--- src/hw/rtl/lrukv_pkg.sv ---
// shared types and constants for the lru key/value cache
package lrukv_pkg;

	// fixed widths of the channel fields and the capacity register
	localparam int KEY_W = 32;
	localparam int DATA_W = 32;
	localparam int CAP_W = 5;

	// capacity after reset
	localparam logic [CAP_W-1:0] CAP_RESET = 5'd16;

	// request kind
	typedef enum logic {
		MODE_GET = 1'b0,
		MODE_PUT = 1'b1
	} mode_t;

	// one request word as held in the input stage
	typedef struct packed {
		mode_t              mode;
		logic [KEY_W-1:0]   lookup_key;
		logic [DATA_W-1:0]  write_value;
	} req_t;

	// one response word as produced by the entry store
	typedef struct packed {
		logic               hit;
		logic [DATA_W-1:0]  read_value;
	} rsp_t;

endpackage

--- src/hw/rtl/lrukv_ifs.sv ---
// valid/ready channel interfaces for requests and responses

interface lrukv_req_if;
	logic                              valid;
	logic                              ready;
	logic                              mode;
	logic signed [lrukv_pkg::KEY_W-1:0]  lookup_key;
	logic signed [lrukv_pkg::DATA_W-1:0] write_value;

	modport source (output valid, output mode, output lookup_key, output write_value,
		input ready);
	modport sink (input valid, input mode, input lookup_key, input write_value,
		output ready);
endinterface

interface lrukv_rsp_if;
	logic                              valid;
	logic                              ready;
	logic                              hit;
	logic signed [lrukv_pkg::DATA_W-1:0] read_value;

	modport source (output valid, output hit, output read_value, input ready);
	modport sink (input valid, input hit, input read_value, output ready);
endinterface

--- src/hw/rtl/lru_key_value_cache_top.sv ---
// top level of the fully associative lru key/value cache
//
//  channel | dir | payload                          | handshake
//  req     | in  | mode, lookup_key, write_value    | valid/ready
//  rsp     | out | hit, read_value                  | valid/ready
//  cfg     | in  | cfg_wr_data (capacity)           | cfg_wr_en
//
// one word per cycle sustained while rsp is not stalled; an accepted request passes the input stage
// register and then the response register, around the combinational lookup and the registered
// update of all entries.
// reset empties the cache and sets the capacity to sixteen; no clearing pass.
// a stalled response holds the input stage, which still takes a word while it is empty.
module lru_key_value_cache_top #(
	parameter int ENTRIES = 16,
	parameter int KEY_BITS = 32,
	parameter int DATA_BITS = 32
) (
	input  logic                         clk,
	input  logic                         arst_n,
	lrukv_req_if.sink                    req,
	lrukv_rsp_if.source                  rsp,
	input  logic                         cfg_wr_en,
	input  logic [lrukv_pkg::CAP_W-1:0]  cfg_wr_data
);

	localparam int CW = $clog2(ENTRIES + 1);

	logic                         valid_s1;
	lrukv_pkg::req_t              req_s1;
	logic                         rsp_valid_q;
	lrukv_pkg::rsp_t              rsp_q;
	logic [lrukv_pkg::CAP_W-1:0]  cap_q;
	logic                         advance;
	lrukv_pkg::rsp_t              st_rsp;
	logic [CW-1:0]                occ_count;

	// stage moves when the response register is free or being drained
	assign advance = valid_s1 && (!rsp_valid_q || rsp.ready);
	assign req.ready = !valid_s1 || advance;

	// capacity register
	always_ff @(posedge clk or negedge arst_n) begin
		if (!arst_n) begin
			cap_q <= lrukv_pkg::CAP_RESET;
		end else if (cfg_wr_en) begin
			cap_q <= cfg_wr_data;
		end
	end

	// input stage control
	always_ff @(posedge clk or negedge arst_n) begin
		if (!arst_n) begin
			valid_s1 <= 1'b0;
		end else if (req.ready) begin
			valid_s1 <= req.valid;
		end
	end

	// input stage payload
	always_ff @(posedge clk) begin
		if (req.valid && req.ready) begin
			req_s1.mode <= lrukv_pkg::mode_t'(req.mode);
			req_s1.lookup_key <= req.lookup_key;
			req_s1.write_value <= req.write_value;
		end
	end

	lrukv_store #(
		.ENTRIES   (ENTRIES),
		.KEY_BITS  (KEY_BITS),
		.DATA_BITS (DATA_BITS)
	) u_store (
		.clk       (clk),
		.arst_n    (arst_n),
		.upd       (advance),
		.req       (req_s1),
		.cap       (cap_q),
		.rsp       (st_rsp),
		.occ_count (occ_count)
	);

	// response register control
	always_ff @(posedge clk or negedge arst_n) begin
		if (!arst_n) begin
			rsp_valid_q <= 1'b0;
		end else if (advance) begin
			rsp_valid_q <= 1'b1;
		end else if (rsp.ready) begin
			rsp_valid_q <= 1'b0;
		end
	end

	// response register payload
	always_ff @(posedge clk) begin
		if (advance) begin
			rsp_q <= st_rsp;
		end
	end

	assign rsp.valid = rsp_valid_q;
	assign rsp.hit = rsp_q.hit;
	assign rsp.read_value = rsp_q.read_value;

	// a response only appears after the stage moved a word
	a_rsp_from_stage: assert property (@(posedge clk) disable iff (!arst_n)
		$rose(rsp_valid_q) |-> $past(advance))
		else $error("response valid without a processed request");

	// occupancy never exceeds the entry count
	a_count_bound: assert property (@(posedge clk) disable iff (!arst_n)
		occ_count <= CW'(ENTRIES))
		else $error("occupancy above entry count");

	// a get never changes occupancy
	a_get_keeps_count: assert property (@(posedge clk) disable iff (!arst_n)
		(advance && (req_s1.mode == lrukv_pkg::MODE_GET)) |=> $stable(occ_count))
		else $error("get changed occupancy");

	// nonzero read data only comes with a hit
	a_data_needs_hit: assert property (@(posedge clk) disable iff (!arst_n)
		(rsp_valid_q && (rsp_q.read_value != '0)) |-> rsp_q.hit)
		else $error("read data on a miss");

endmodule

--- src/hw/rtl/lrukv_store.sv ---
// entry store: parallel key match, age ranks, victim and free slot choice, update
module lrukv_store #(
	parameter int ENTRIES = 16,
	parameter int KEY_BITS = 32,
	parameter int DATA_BITS = 32
) (
	input  logic                             clk,
	input  logic                             arst_n,
	input  logic                             upd,
	input  lrukv_pkg::req_t                  req,
	input  logic [lrukv_pkg::CAP_W-1:0]      cap,
	output lrukv_pkg::rsp_t                  rsp,
	output logic [$clog2(ENTRIES+1)-1:0]     occ_count
);

	localparam int KW = (KEY_BITS < lrukv_pkg::KEY_W) ? KEY_BITS : lrukv_pkg::KEY_W;
	localparam int DW = (DATA_BITS < lrukv_pkg::DATA_W) ? DATA_BITS : lrukv_pkg::DATA_W;
	localparam int AW = $clog2(ENTRIES);
	localparam int CW = $clog2(ENTRIES + 1);
	localparam int MW = (CW > lrukv_pkg::CAP_W) ? CW : lrukv_pkg::CAP_W;
	localparam logic [AW-1:0] AGE_MAX = AW'(ENTRIES - 1);

	logic [ENTRIES-1:0]  valid_q;
	logic [CW-1:0]       count_q;
	logic [KW-1:0]       key_q  [ENTRIES];
	logic [DW-1:0]       data_q [ENTRIES];
	logic [AW-1:0]       age_q  [ENTRIES];

	logic [KW-1:0]       key;
	logic [ENTRIES-1:0]  match;
	logic [ENTRIES-1:0]  victim_oh;
	logic [ENTRIES-1:0]  free_oh;
	logic [ENTRIES-1:0]  tgt_oh;
	logic [AW-1:0]       hit_age;
	logic [AW-1:0]       oldest_age;
	logic [AW-1:0]       ref_age;
	logic [DW-1:0]       hit_data;
	logic [MW-1:0]       eff_cap;
	logic                hit;
	logic                is_put;
	logic                full;
	logic                do_touch;
	logic                do_insert;

	assign key = req.lookup_key[KW-1:0];
	assign is_put = (req.mode == lrukv_pkg::MODE_PUT);

	// key compare against every entry
	always_comb begin
		for (int i = 0; i < ENTRIES; i++) begin
			match[i] = valid_q[i] && (key_q[i] == key);
		end
	end
	assign hit = |match;

	// age and data of the matching entry (keys are unique, so an or-reduce selects)
	always_comb begin
		hit_age = '0;
		hit_data = '0;
		for (int i = 0; i < ENTRIES; i++) begin
			if (match[i]) begin
				hit_age = hit_age | age_q[i];
				hit_data = hit_data | data_q[i];
			end
		end
	end

	// effective capacity: zero acts as one, clamped to the entry count
	always_comb begin
		eff_cap = MW'(cap);
		if (cap == '0) begin
			eff_cap = MW'(1);
		end
		if (eff_cap > MW'(ENTRIES)) begin
			eff_cap = MW'(ENTRIES);
		end
	end
	assign full = (MW'(count_q) >= eff_cap);

	// ages of valid entries form 0..count-1, so the oldest holds count-1
	assign oldest_age = AW'(count_q - CW'(1));
	always_comb begin
		for (int i = 0; i < ENTRIES; i++) begin
			victim_oh[i] = valid_q[i] && (age_q[i] == oldest_age);
		end
	end

	// lowest free entry
	assign free_oh = ~valid_q & (valid_q + ENTRIES'(1));

	// pick the entry this request writes
	always_comb begin
		tgt_oh = '0;
		ref_age = hit_age;
		if (hit) begin
			tgt_oh = match;
		end else if (is_put) begin
			if (full) begin
				tgt_oh = victim_oh;
				ref_age = oldest_age;
			end else begin
				tgt_oh = free_oh;
			end
		end
	end
	assign do_touch = hit || (is_put && full);
	assign do_insert = is_put && !hit && !full;

	// response: data only on a get hit
	assign rsp.hit = hit;
	assign rsp.read_value = (hit && !is_put) ? lrukv_pkg::DATA_W'(hit_data) : '0;
	assign occ_count = count_q;

	// valid bits and occupancy
	always_ff @(posedge clk or negedge arst_n) begin
		if (!arst_n) begin
			valid_q <= '0;
			count_q <= '0;
		end else if (upd && do_insert) begin
			valid_q <= valid_q | tgt_oh;
			count_q <= count_q + CW'(1);
		end
	end

	// key, data and age ranks
	always_ff @(posedge clk) begin
		if (upd) begin
			for (int i = 0; i < ENTRIES; i++) begin
				if (tgt_oh[i]) begin
					age_q[i] <= '0;
					if (is_put) begin
						key_q[i] <= key;
						data_q[i] <= req.write_value[DW-1:0];
					end
				end else if (valid_q[i]) begin
					if (do_insert && (age_q[i] < AGE_MAX)) begin
						age_q[i] <= age_q[i] + AW'(1);
					end else if (do_touch && (age_q[i] < ref_age)) begin
						age_q[i] <= age_q[i] + AW'(1);
					end
				end
			end
		end
	end

endmodule
--- src/flat_wrapper.sv ---
// flat-port wrapper written by rule: the top's interface ports become plain ports
module lru_key_value_cache_top_flat 
#(
	parameter int ENTRIES = 16,
	parameter int KEY_BITS = 32,
	parameter int DATA_BITS = 32
)
  (clk, arst_n, cfg_wr_en, cfg_wr_data, req_valid, req_mode, req_lookup_key, req_write_value, req_ready, rsp_valid, rsp_hit, rsp_read_value, rsp_ready);
  lrukv_req_if req_i ();
  lrukv_rsp_if rsp_i ();
  input  logic clk;
  input  logic arst_n;
  input  logic cfg_wr_en;
  input  logic [lrukv_pkg::CAP_W-1:0] cfg_wr_data;
  input wire logic [$bits(req_i.valid)-1:0] req_valid;
  input wire logic [$bits(req_i.mode)-1:0] req_mode;
  input wire logic [$bits(req_i.lookup_key)-1:0] req_lookup_key;
  input wire logic [$bits(req_i.write_value)-1:0] req_write_value;
  output wire logic [$bits(req_i.ready)-1:0] req_ready;
  output wire logic [$bits(rsp_i.valid)-1:0] rsp_valid;
  output wire logic [$bits(rsp_i.hit)-1:0] rsp_hit;
  output wire logic [$bits(rsp_i.read_value)-1:0] rsp_read_value;
  input wire logic [$bits(rsp_i.ready)-1:0] rsp_ready;
  assign req_i.valid = req_valid;
  assign req_i.mode = req_mode;
  assign req_i.lookup_key = req_lookup_key;
  assign req_i.write_value = req_write_value;
  assign req_ready = req_i.ready;
  assign rsp_valid = rsp_i.valid;
  assign rsp_hit = rsp_i.hit;
  assign rsp_read_value = rsp_i.read_value;
  assign rsp_i.ready = rsp_ready;
  lru_key_value_cache_top #(.ENTRIES(ENTRIES), .KEY_BITS(KEY_BITS), .DATA_BITS(DATA_BITS)) u_core (.clk(clk), .arst_n(arst_n), .req(req_i), .rsp(rsp_i), .cfg_wr_en(cfg_wr_en), .cfg_wr_data(cfg_wr_data));
endmodule
--- config.mk ---
export PLATFORM = sky130hd
export DESIGN_NAME = lru_key_value_cache_top_flat
export DESIGN_NICKNAME = d
export VERILOG_FILES = /design/src/hw/rtl/lrukv_pkg.sv /design/src/hw/rtl/lrukv_ifs.sv /design/src/hw/rtl/lru_key_value_cache_top.sv /design/src/hw/rtl/lrukv_store.sv /design/src/flat_wrapper.sv
export SDC_FILE = /design/constraint.sdc
export NUM_CORES = 2
export LEC_CHECK = 0
export BUFFER_PORTS_ARGS = -buffer_cell sky130_fd_sc_hd__buf_2
export CAP_MARGIN = 15
export CORE_UTILIZATION = 50
export DETAILED_ROUTE_END_ITERATION = 6
export PLACE_DENSITY = 0.66
export SYNTH_ARGS = -nofsm -noshare
export SYNTH_HDL_FRONTEND = slang
export SYNTH_SLANG_ARGS = --single-unit
--- constraint.sdc ---
create_clock -name clk -period 15.2 [get_ports clk]
set_input_delay 3.04 -clock clk [delete_from_list [all_inputs] [get_ports clk]]
set_output_delay 3.04 -clock clk [all_outputs]
set_load 0.02 [all_outputs]
======== Yosys cells after proc, flatten, opt, wreduce, memory -nomap -nowiden ========
Memory sizes are Yosys's and may differ from the RTL's.
Cells that the tools add are included.
Widths: inputs -> output; s select.
cells by class
  multiply operators ...................... 0
  equality and inequality tests ........... 32
  muxes and demuxes ....................... 347
  shifts and indexed selects .............. 0
  $add $sub $neg .......................... 19
  bitwise gates (word level) .............. 65
  reductions and logical operators ........ 82
  div/mod/pow operators ................... 0
  $lt $le $gt $ge ......................... 34
operator list
  kind                   number
  $eq 32x32->1           16
  $mux 32                16
  $or 32x32->32          15
  $mux 1                 275
  $mux 4                 51
  $logic_and 1x1->1      71
  $add 4x1->4 const B    16
  $eq 4x4->1             16
  $lt 4x4->1             16
  $lt 4x4->1 const B     16
  $or 4x4->4             15
  $mux 16                3
  $or 1x1->1             32
  $add 16x1->16 const B  1
  $and 16x16->16         1
  $not 16->16            1
  $or 16x16->16          1
  $reduce_or 16->1       1
  $mux 5                 2
  $add 5x1->5 const B    1
  $ge 5x5->1             1
  $gt 5x5->1 const B     1
  $logic_not 1->1        5
  $logic_not 5->1        1
  3 further kinds        5
storage, ports and cells
  output and inout port bits .............. 35
  register bits after elaboration ......... 126
  bits in latches ......................... 0
  bits in writable memories ............... 1088
  ROM bits ................................ 0
  word-level logic and storage cells ...... 592
  input port bits ......................... 75
  memories kept ........................... 3
memories
  name                   depth  bits a word  read ports  clocked after memory_dff  wr ports  RTL line           RTL
  u_core.u_store.data_q  16     32           16          0                         16        lrukv_store.sv:26  logic [DW-1:0] data_q [ENTRIES];
  u_core.u_store.key_q   16     32           16          0                         16        lrukv_store.sv:25  logic [KW-1:0] key_q [ENTRIES];
  u_core.u_store.age_q   16     4            16          0                         16        lrukv_store.sv:27  logic [AW-1:0] age_q [ENTRIES];

======== Longest topological paths before layout ========
  depth after elaboration ................. 45
  gate-level depth with buffers ........... 21
  depth with buffers taken out ............ 20

======== Modules after synthesis ========
Synthesis repeated with hierarchy kept, for this count alone.
unflattened totals
  cell total of the unflattened synthesis .. 3123
  area, all modules ....................... 50628.6 µm²
by module, submodules not included
  module                   cells an instance  seq. area each (µm²)  instances  area an instance (µm²)
  lrukv_store              3007               33196.8               1          47414.2
  lru_key_value_cache_top  116                3119.2                1          3214.3

======== Worst setup path before layout ========
Ideal clock, no wire load.
  path kind ............................... in2reg
  from .................................... in rsp_ready
  to ...................................... mem u_core.u_store.data_q[0][192] in the netlist's numbering (enable)
  arrival ................................. 6.473 ns
  slack ................................... 8.241 ns
  setup time .............................. 0.487 ns
  data required time ...................... 14.713 ns
  stages on the path ...................... 6
  cell sequence ........................... nand2b_1 nand2_1 inv_1 nand2_1 clkbuf_1 nor2_1
RTL lines
  item                RTL line            RTL
  start: declaration  flat_wrapper.sv:23  input wire logic [$bits(rsp_i.ready)-1:0] rsp_ready;
  end: declaration    lrukv_store.sv:26

==> tab_implementation.tex <==
\begin{tabular}{lr}
\hline
Metric & Value \\
\hline
\multicolumn{2}{l}{\textbf{Die}} \\
Standard cell core area & 100000 µm² \\
Starting density of the core & 50.5\% \\
Site row count & 116 \\
Die Area & 102000 µm² \\
I/O pin cnt & 110 \\
Die extent in y & 320 µm \\
Floorplan die width & 320 µm \\
\multicolumn{2}{l}{\textbf{STA}} \\
Total negative setup slack & 0 ns \\
Final setup violation count & 0 \\
Relative slew slack & 15.4\% \\
Setup repair after global routing missed its margin & no \\
Actual slew at the worst max-slew pin & 1.26 ns \\
Period utilisation layout & 46.1\% \\
Final worst path period need & 7.00 ns \\
Fin. max-slew vios & 0 \\
Maximum clock rate & 143 MHz \\
Final setup margin & 8.20 ns \\
Hold violation count in the final report & 0 \\
Worst clock skew & 0.0301 ns \\
\multicolumn{2}{l}{\textbf{Critical path}} \\
Ordered list of cells on the worst path & buf\_4, buf\_4, a2111oi\_0, o2111ai\_1, nor4\_4, buf\_4, nor4\_1, and4\_4, inv\_2, nor2\_1, o21ai\_1, buf\_4, ha\_1, a21o\_1, a21o\_1, a211oi\_1, o211ai\_2, a31oi\_1 \\
Crit path buf inv count & 5 \\
Endpoint class of the critical path & flop \\
Source of the worst register-to-register timing path & u\_core.req\_s1[59]\$\_DFFE\_PP\_ \\
End of the worst register-to-register path & u\_core.u\_store.age\_q[1][24]\$\_DFFE\_PP\_ \\
Top fanout value on the critical path & 37 \\
Nature of the critical path startpoint & flop \\
Longest individual stage delay on the worst path & 0.84 ns \\
Register-to-Register Path Depth & 18 \\
CP max-delay cell & sky130\_fd\_sc\_hd\_\_a2111oi\_0 \\
Top cell family by delay on the critical path & compound AO/OA/AOI/OAI gates \\
Required time of the critical path & 15.55 ns \\
Category of the most critical setup path & reg2reg \\
R2R Setup Slk & 8.20 ns \\
Most frequent cell on the critical path & sky130\_fd\_sc\_hd\_\_buf\_4 \\
Worst endpoint data arrival time & 7.35 ns \\
\multicolumn{2}{l}{\textbf{Synthesis}} \\
Post-synthesis instance total & 3093 \\
Primary flip-flop cell chosen by synthesis mapping & sky130\_fd\_sc\_hd\_\_edfxtp\_1 \\
Post-Synthesis Mean Instance Area & 16.3 µm² \\
Post-synth EDFFs & 1186 \\
Share of the synthesized area in the top cell type & 70.6\% \\
Share of the yosys chip area belonging to registers & 71.9\% \\
Net count of the mapped netlist & 3239 \\
Yosys reg bits & 1214 \\
Share of synthesized registers carrying an async set or reset & 2.31\% \\
Total standard cell area after synthesis & 50500 µm² \\
Most repeated cell in the gate-level netlist after synthesis & sky130\_fd\_sc\_hd\_\_edfxtp\_1 \\
Synth top cells by count & sky130\_fd\_sc\_hd\_\_edfxtp\_1 (1186), sky130\_fd\_sc\_hd\_\_xnor2\_1 (309), sky130\_fd\_sc\_hd\_\_xor2\_1 (284) \\
Ranking of synthesized cells by area & sky130\_fd\_sc\_hd\_\_edfxtp\_1 (71\%), sky130\_fd\_sc\_hd\_\_xnor2\_1 (5.4\%), sky130\_fd\_sc\_hd\_\_xor2\_1 (4.9\%) \\
Warnings, synthesis & 0 \\
Number of unique standard cell types used by synthesis & 68 \\
Library cell with the largest summed area after synthesis & sky130\_fd\_sc\_hd\_\_edfxtp\_1 \\
\multicolumn{2}{l}{\textbf{Global routing}} \\
First-pass GRT wire length & 198000 µm \\
Overall fraction of global-route tracks in use & 26.6\% \\
Number of global-route vias before repair & 29100 \\
Initial antenna violation count & 3 \\
Gr ovfl total & 0 \\
Pin count of the biggest net entering global routing & 61 \\
\multicolumn{2}{l}{\textbf{Hold path}} \\
Worst Hold Path EP & u\_core.u\_store.occ\_count[4]\$\_DFFE\_PN0P\_ \\
Startpoint of the worst hold path & u\_core.u\_store.occ\_count[4]\$\_DFFE\_PN0P\_ \\
Worst hold path cell count & 1 \\
Class of the worst hold path & reg2reg \\
\multicolumn{2}{l}{\textbf{Placement}} \\
Placement Setup Slack & 8.40 ns \\
Total cell area at the placement stage & 52700 µm² \\
Final weighted congestion of routability-driven global placement & 0.894 \\
Quantity of I/O buffers inserted on ports & 109 \\
HPWL Detailed & 75700 µm \\
\multicolumn{2}{l}{\textbf{Clocking}} \\
Max Root-Sink Buffers & 3 \\
Resized Gates After CTS & 0 \\
Clock-pin transition on the worst setup and hold timing paths & 0.06 ns \\
Number of CTS-inserted buffers & 119 \\
Buffer count from post-CTS setup fixing & 0 \\
Clock latency of the later-clocked register in the worst-skew pair & 0.72 ns \\
Clock tree root driver cell & sky130\_fd\_sc\_hd\_\_clkbuf\_16 \\
Number of levels in the clock H-tree & 3 \\
Clock tree from TritonCTS & done \\
Hold-fix buffer count after cts & 0 \\
Number of clock sinks & 1214 \\
\multicolumn{2}{l}{\textbf{Drt}} \\
Number of iterations in the first detailed-routing pass & 7 \\
Final wirelength & 137000 µm \\
Number of DRC violations after detailed-routing iteration 0 & 3526 \\
Number of vias per cell & 6.33 \\
WL/cell & 29.4 µm \\
DRC Markers & 0 \\
Total number of vias & 29500 \\
Number of nets with antenna violations after routing & 0 \\
\multicolumn{2}{l}{\textbf{Power}} \\
Max rail drop VDD & 0.168 mV \\
Power density cells & 139 nW/µm² \\
Static leakage & 18.0 nW \\
\multicolumn{2}{l}{\textbf{Final layout}} \\
Area of all placed cells without fillers & 56600 µm² \\
Post-layout net count & 3407 \\
Area Overhead vs Synth & 12.2\% \\
Share of post-route cells with drive strength above 1 & 13.2\% \\
Fillers & 7599 \\
\multicolumn{2}{l}{\textbf{Run status}} \\
Status & finished, final reports clean \\
\multicolumn{2}{l}{\textbf{Job}} \\
Count of maximum capacitance violations & 0 \\
\hline
\end{tabular}
per-layer routing:
metal / track usage, % / vias to the layer above / share of wire (%)
met3: 4.80 / 270 / 9.0
met1: 37.5 / 15100 / 41
met5: 0 / - / 0.0095
met4: 8.88 / 2 / 3.0
met2: 41.9 / 1612 / 47
li1: - / 12600 / -
power breakdown:
part / total [mW] / switching, mW / internal (mW)
clock: 2.97 / 1.25 / 1.72
sequential: 3.92 / 0.117 / 3.80
combinational: 0.980 / 0.637 / 0.344
state kept, by name, summed over array words and instances, names as in the netlist:
register                  count
u_core.u_store.data_q       512
u_core.u_store.key_q        512
u_core.req_s1                65
u_core.u_store.age_q         64
u_core.rsp.read_value        32
u_core.u_store.valid_q       16
u_core.cap_q                  5
u_core.u_store.occ_count      5
u_core.rsp.hit                1
u_core.rsp.valid              1
u_core.valid_s1               1
cell families after synthesis:
group | count (synthesis) | synth area share [%]
mux | 9 | 0.191
compound gates | 530 | 8.37
xor+xnor | 593 | 10.3
buf+inv | 187 | 1.97
flops | 1214 | 71.9
fa+ha+maj | 71 | 1.76
simple gates | 489 | 5.48
through the flow:
stage / instances / utilization (%) / total power, mW / hold slack, ns
after floorplan: 3093 / - / 4.62 / 0.448
after global placement: 4438 / 52.7 / 4.91 / 0.467
after detailed placement: 4438 / 52.7 / 4.95 / 0.466
after CTS: 4661 / 56.6 / 7.89 / 0.477
after global routing: 4661 / 56.6 / 8.11 / 0.491
final: 4662 / 56.6 / 7.87 / 0.473
worst max-delay path by stage:
stage,cells past startpoint,from,endpoint
after floorplan,6,rsp_ready,u_core.u_store.data_q[0][192]$_DFFE_PP_
after global placement,19,u_core.req_s1[43]$_DFFE_PP_,u_core.u_store.age_q[1][10]$_DFFE_PP_
after detailed placement,19,u_core.req_s1[43]$_DFFE_PP_,u_core.u_store.age_q[1][26]$_DFFE_PP_
after CTS,19,u_core.req_s1[43]$_DFFE_PP_,u_core.u_store.age_q[1][24]$_DFFE_PP_
after global routing,19,u_core.req_s1[43]$_DFFE_PP_,u_core.u_store.age_q[1][26]$_DFFE_PP_
final,18,u_core.req_s1[59]$_DFFE_PP_,u_core.u_store.age_q[1][24]$_DFFE_PP_
cell usage in the layout (no fill, tap or decap), types with 6 or more instances in the layout:
master	netlist	final
sky130_fd_sc_hd__a2111oi_1	8	8
sky130_fd_sc_hd__a211o_1	6	6
sky130_fd_sc_hd__a211oi_1	47	47
sky130_fd_sc_hd__a21o_1	11	11
sky130_fd_sc_hd__a21oi_1	29	29
sky130_fd_sc_hd__a221oi_1	110	110
sky130_fd_sc_hd__a22o_1	112	112
sky130_fd_sc_hd__a22oi_1	64	64
sky130_fd_sc_hd__a31oi_1	61	61
sky130_fd_sc_hd__and3_1	39	36
sky130_fd_sc_hd__and3b_1	10	10
sky130_fd_sc_hd__buf_2	19	109
sky130_fd_sc_hd__buf_4	49	94
sky130_fd_sc_hd__bufinv_16	0	15
sky130_fd_sc_hd__clkbuf_1	63	28
sky130_fd_sc_hd__clkbuf_16	0	121
sky130_fd_sc_hd__clkinv_1	0	21
sky130_fd_sc_hd__clkinv_2	0	25
sky130_fd_sc_hd__dfrtp_1	27	27
sky130_fd_sc_hd__edfxtp_1	1186	1186
sky130_fd_sc_hd__ha_1	71	71
sky130_fd_sc_hd__inv_1	30	29
sky130_fd_sc_hd__nand2_1	43	43
sky130_fd_sc_hd__nand2b_1	15	15
sky130_fd_sc_hd__nand3_1	120	120
sky130_fd_sc_hd__nand4_1	85	85
sky130_fd_sc_hd__nor2_1	40	24
sky130_fd_sc_hd__nor2_4	0	16
sky130_fd_sc_hd__nor2b_1	13	13
sky130_fd_sc_hd__nor3_1	22	21
sky130_fd_sc_hd__nor4_1	74	71
sky130_fd_sc_hd__o211ai_2	13	13
sky130_fd_sc_hd__o21ai_0	18	16
sky130_fd_sc_hd__o21bai_1	11	11
sky130_fd_sc_hd__o41ai_1	6	6
sky130_fd_sc_hd__xnor2_1	309	308
sky130_fd_sc_hd__xor2_1	284	283
final cells by class:
class	count	area [µm²]	area share, %
Timing Repair Buffer	203	1250	2.21
Tap cell	1298	1620	2.87
Clock inverter	73	797	1.41
Sequential cell	1214	36300	64.1
Antenna cell	1	2.50	0.00442
Clock buffer	150	3150	5.56
Inverter	31	116	0.205
Multi-Input combinational cell	1692	13400	23.6
(Power assumes the default switching activity.)
